==> config.mk <==
export PLATFORM = sky130hd
export DESIGN_NAME = eldcm_matrix
export DESIGN_NICKNAME = d
export VERILOG_FILES = /design/src/hdl/eldcm_matrix.sv
export SDC_FILE = /design/constraint.sdc
export NUM_CORES = 2
export LEC_CHECK = 0
export CAP_MARGIN = 20
export CORE_ASPECT_RATIO = 0.5
export CORE_MARGIN = 4
export CORE_UTILIZATION = 45
export DETAILED_ROUTE_END_ITERATION = 12
export DONT_BUFFER_PORTS = 1
export PLACE_DENSITY = 0.61
export SYNTH_ARGS = -nofsm -noshare
export SYNTH_HDL_FRONTEND = slang
export SYNTH_SLANG_ARGS = --single-unit
==> constraint.sdc <==
create_clock -name clk -period 15.85 [get_ports clk]
set_clock_uncertainty 0.15 [all_clocks]
set_input_delay 4.755 -clock clk [delete_from_list [all_inputs] [get_ports clk]]
set_output_delay 4.755 -clock clk [all_outputs]
set_load 0.01 [all_outputs]
==> src/hdl/eldcm_matrix.sv <==
// eldcm_matrix: forms the nine DCM elements from latitude and longitude sine and cosine.
// Two stages: raw products, then round, clamp, sign and optional transpose.
module eldcm_matrix #(
  parameter int COEF_BITS = 16
) (
  input  logic                             clk,
  input  logic                             rst_n,
  input  logic                             en,
  input  logic                             in_v,
  input  logic                             transpose,
  input  logic signed [COEF_BITS-1:0]      sl,
  input  logic signed [COEF_BITS-1:0]      cl,
  input  logic signed [COEF_BITS-1:0]      so,
  input  logic signed [COEF_BITS-1:0]      co,
  output logic                             out_v,
  output logic [8:0][COEF_BITS-1:0]        elems
);

  localparam int CB = COEF_BITS;
  localparam int PW = 2 * COEF_BITS;
  localparam int F  = COEF_BITS - 2;
  localparam logic [PW-1:0] ONE_W = 1;
  localparam logic [PW-1:0] RND   = (ONE_W << F) >> 1;
  localparam logic [PW-1:0] LIM   = ONE_W << F;

  // minus the rounded, clamped product
  function automatic logic signed [CB-1:0] neg_qmul(input logic signed [PW-1:0] p);
    logic [PW-1:0] mag;
    logic [PW-1:0] mr;
    logic [CB-1:0] m;
    mag = p[PW-1] ? PW'(-p) : PW'(p);
    mr  = (mag + RND) >> F;
    if (mr > LIM) begin
      mr = LIM;
    end
    m = mr[CB-1:0];
    neg_qmul = p[PW-1] ? $signed(m) : -$signed(m);
  endfunction

  logic v1_r, v2_r;
  logic signed [PW-1:0] p_cosl_r, p_slso_r, p_clco_r, p_clso_r;
  logic signed [CB-1:0] sl_r, cl_r, so_r, co_r;
  logic signed [CB-1:0] m [0:8];
  logic [8:0][CB-1:0]   elems_nxt, elems_r;

  always_comb begin
    m[0] = neg_qmul(p_cosl_r);
    m[1] = neg_qmul(p_slso_r);
    m[2] = cl_r;
    m[3] = -so_r;
    m[4] = co_r;
    m[5] = '0;
    m[6] = neg_qmul(p_clco_r);
    m[7] = neg_qmul(p_clso_r);
    m[8] = -sl_r;
    for (int i = 0; i < 3; i++) begin
      for (int j = 0; j < 3; j++) begin
        elems_nxt[i*3+j] = transpose ? m[j*3+i] : m[i*3+j];
      end
    end
  end

  always_ff @(posedge clk) begin
    if (!rst_n) begin
      v1_r <= 1'b0;
      v2_r <= 1'b0;
    end else if (en) begin
      v1_r <= in_v;
      v2_r <= v1_r;
    end
  end

  always_ff @(posedge clk) begin
    if (en) begin
      p_cosl_r <= PW'(co) * PW'(sl);
      p_slso_r <= PW'(sl) * PW'(so);
      p_clco_r <= PW'(cl) * PW'(co);
      p_clso_r <= PW'(cl) * PW'(so);
      sl_r     <= sl;
      cl_r     <= cl;
      so_r     <= so;
      co_r     <= co;
      elems_r  <= elems_nxt;
    end
  end

  assign out_v = v2_r;
  assign elems = elems_r;

endmodule

==> impl_summary.md <==
Synth
The flip-flop and latch count after synthesis is 338. The share of synthesized registers carrying an async set or reset is 0%. The most common flop cell mapped by yosys is sky130_fd_sc_hd__edfxtp_1.

After technology mapping, the gate count stands at 6033. The combinational family with the most area after synthesis is adder cells. The xor and xnor fraction of the mapped netlist area is 4.283%. The mux cell area share after synthesis is 0.7985%.

The average size of a mapped cell is 9.559 sq um. Counting flops with a built-in enable in the synthesized netlist gives 336. Yosys printed 0 warnings. The library cell occupying the most area in the post-synthesis netlist is sky130_fd_sc_hd__fa_1. The area of the mapped netlist is 57670 sq um. The count of distinct cell types in the synthesized netlist is 94.

For this run, the register share of the synthesized area comes to 17.57%. The synthesized netlist devotes 16.48% of its cell area to simple gates. When the netlist entered floorplanning its net count stood at 7488.

The synthesized-area fraction occupied by ao, oa, aoi and oai cells is 7.472%. By area the synthesized netlist is led by sky130_fd_sc_hd__fa_1 36%, sky130_fd_sc_hd__edfxtp_1 17%, sky130_fd_sc_hd__inv_1 7.7%. The top-area cell type share of the netlist area is 36.38%. The post-synthesis adder-cell area fraction is 43.72%.

Floorplan
The initial core utilization is 45.54%. The floorplan step defined a die boundary enclosing 134300 sq um. The die is 261.1 microns tall.

Measured along the x axis, the die boundary spans 514.3 microns. Pin placement for this block handled 214 I/O pins. The core area is 126600 sq um. After floorplanning, the core was divided into 92 placement rows.

Clocking
The H-tree level count is 2. CTS placed an instance of sky130_fd_sc_hd__clkbuf_16 at the clock tree root. The number of buffers inserted for hold repair after clock tree synthesis is 0. Buffers added to address setup during post-CTS repair amount to 0. The TritonCTS clock tree is built.

The insertion delay of the later-clocked pin in the worst-skew pair is 610 ps. The clock slew at the register clock pins of the worst setup and hold paths is 70 ps. Clock tree synthesis inserted a total of 39 buffers. The deepest clock path buffer count is 3. Counting every sink on the clock net gives 338. Post-CTS repair changed the size of 0 cells.

Cells and area
Leaving out fill and tap cells, the most frequent cell in the layout is sky130_fd_sc_hd__inv_1. After the flow finishes, the layout carries non-filler instances totaling 7511. The area overhead of the layout relative to synthesis is 4.014%. In the layout the commonest cells are 1186 x sky130_fd_sc_hd__inv_1, 1048 x sky130_fd_sc_hd__fa_1, 640 x sky130_fd_sc_hd__nand2_1. The post-route netlist has 2.236% of its cells at a drive strength greater than 1. The net count of the finished layout is 7241.

Drt
The initial detailed-routing violation count is 3123. The total number of vias is 41259. Using the TritonRoute via totals, the vias-per-cell ratio works out to 5.493. The count of nets left with antenna violations once routing finished came out at 0. The final layout contains routed wiring with a total length of 150900 microns. The average wire per cell in the routed design is 20.09 microns. The number of design rule violations left after detail routing is 0. The number of optimization iterations in the first detailed-route pass is 5.

Job
The number of maximum-capacitance constraint violations is 0.

Critical path
The kind of capture point of the worst setup path is a register. At the worst endpoint, the arrival time is 11250 ps. The cell that appears most often on the critical path is sky130_fd_sc_hd__fa_1. The signal on the critical path passes through and2_1 > fa_1 > fa_1 > ha_1 > inv_1 > fa_1 > inv_1 > fa_1 > inv_1 > fa_1 > inv_1 > ha_1 > a2111oi_0 > o211ai_1 > nand4_1 > nand3_1 > o41ai_1 > o21ai_0 > o41a_1 > a41o_1 > o41ai_1 > xnor2_1.

The worst register-to-register path has a setup slack of 6880 ps. The data required time of the worst path is 16030 ps. The largest individual stage delay along the critical path comes from the cell sky130_fd_sc_hd__a2111oi_0. In this run the critical register-to-register path is launched from p_slso_r[8]. In this design, the stage delay of the slowest critical-path cell is 700 ps. In this run the worst path has a maximum fanout of 33. The critical path is of the input pin to register type.

The type of element launching the critical path is an input pin. The number of buffers and inverters on the critical path is 4. Counting cells, the worst reg-to-reg path comes to 18.

The critical path runs through a total of 22 cells. In this run the critical register-to-register path is captured at elems[60]. In this design, the largest share of critical-path delay is due to adder cells.

Outcome
The flow ran to the end, and the final reports show no timing, DRC or antenna violations.

Timing
In this run the tightest slew margin relative to its limit is 21.21%. The slew of the pin with the lowest slew margin is 1171 ps. Setup slack closes at 4786 ps.

Subtracting the final worst setup slack from the clock period gives 11060 ps. The total setup violations reported at the end of the flow is 0. The number of pins with negative max-slew slack in the final report is 0. The worst path uses 69.81% of the clock period. Setup repair after global routing left no endpoint under its margin. The sum of negative setup slack is 0 ps. The top achievable clock speed is 90.38 MHz.

The final-report hold violation count is 0.

Global route
The initial antenna violation count is 15. The via count of the first global-routing pass came to 43147. The maximum number of pins on one net before global-route repair is 339.

The total congestion overflow is 0. The overall global routing resource usage is 22.91%. The first global-routing pass estimated 242400 microns of wire.

Min path
The endpoint with the worst hold slack is elems[74]. The tightest min-delay check is of the register to register type. The startpoint of the lowest-slack hold path is co_r[10]. The worst hold path was traced through 0 stages.

Placement
Routability-driven placement finished with a final weighted congestion of 0.8942. The number of port buffers is 0. Detailed placement ended at an HPWL of 115700 microns. The placed instance count is 7437. The worst slack at placement is 4214 ps.
-- worst max-delay path by stage --
stage / end / slack (ps) / start
finish: p_clco_r[29] / 4790 / cl[7]
global route: p_clco_r[29] / 4300 / cl[7]
CTS: p_clco_r[29] / 4830 / cl[7]
detailed placement: p_clco_r[29] / 4210 / cl[7]
global placement: p_clco_r[29] / 4390 / cl[7]
floorplan: p_clco_r[29] / 4750 / cl[11]
-- registers in the layout, indices dropped and copies added, names as in the netlist --
| name | cells |
|---|---|
| p_cosl_r | 32 |
| p_clso_r | 32 |
| out_v | 1 |
| sl_r | 16 |
| so_r | 16 |
| p_slso_r | 32 |
| p_clco_r | 32 |
| co_r | 16 |
| cl_r | 16 |
| v1_r | 1 |
| elems | 144 |
-- cells in the mapped netlist (all sizes together), types with 14 or more instances --
master / n
a211oi: 27
a21o: 39
a21oi: 140
a31oi: 32
and2: 519
and3: 43
buf: 32
clkbuf: 263
edfxtp: 336
fa: 1048
ha: 338
inv: 1187
mux2: 14
mux2i: 28
nand2: 641
nand2b: 43
nand3: 86
nand4: 30
nor2: 247
nor2b: 18
nor3: 95
nor3b: 24
nor4: 37
o211ai: 24
o21a: 23
o21ai: 105
o21bai: 16
o31ai: 29
o41ai: 20
or2: 20
or3: 29
xnor2: 208
xor2: 74
-- cell type report --
class	count	area [sq um]
tap	1692	2117
fill	11872	66640
antenna	4	10.01
clock buffer	49	1013
inverter	1189	4463
multi-input combinational	4211	41950
clock inverter	21	242.7
timing repair buffer	7	52.55
sequential	338	10130
-- kinds of logic (layout without fill, tap and decap cells) --
family,Yosys count,count (layout)
AO/OA/AOI/OAI,621,621
XOR/XNOR,282,282
AND/OR/NAND/NOR,1879,1879
other,0,4
multiplexers,43,43
adder cells (fa/ha/maj),1386,1386
flip-flops,338,338
buffers and inverters,1484,1266
-- routing by layer --
metal	part of all wire [%]	track usage, %	routed length [microns]	vias to the layer above
met3	6.7	3.655	10060	176
met1	46	33.43	69470	21354
met5	0.019	0	29	-
met4	1.5	4.141	2241	4
met2	46	36.61	69080	1220
li1	-	-	-	18505
-- through the flow --
stage	instance area (sq um)	util [%]	hold WS (ps)
floorplan	57670	-	250.3
global placement	58720	46.37	250.6
detailed placement	58720	46.37	254.5
CTS	59970	47.36	268.3
global route	59970	47.36	277.8
finish	59980	47.37	267.9
Power is left out: the tool's default activity adds up to more than one toggle a clock period on the data nets, which glitch-free logic cannot reach.
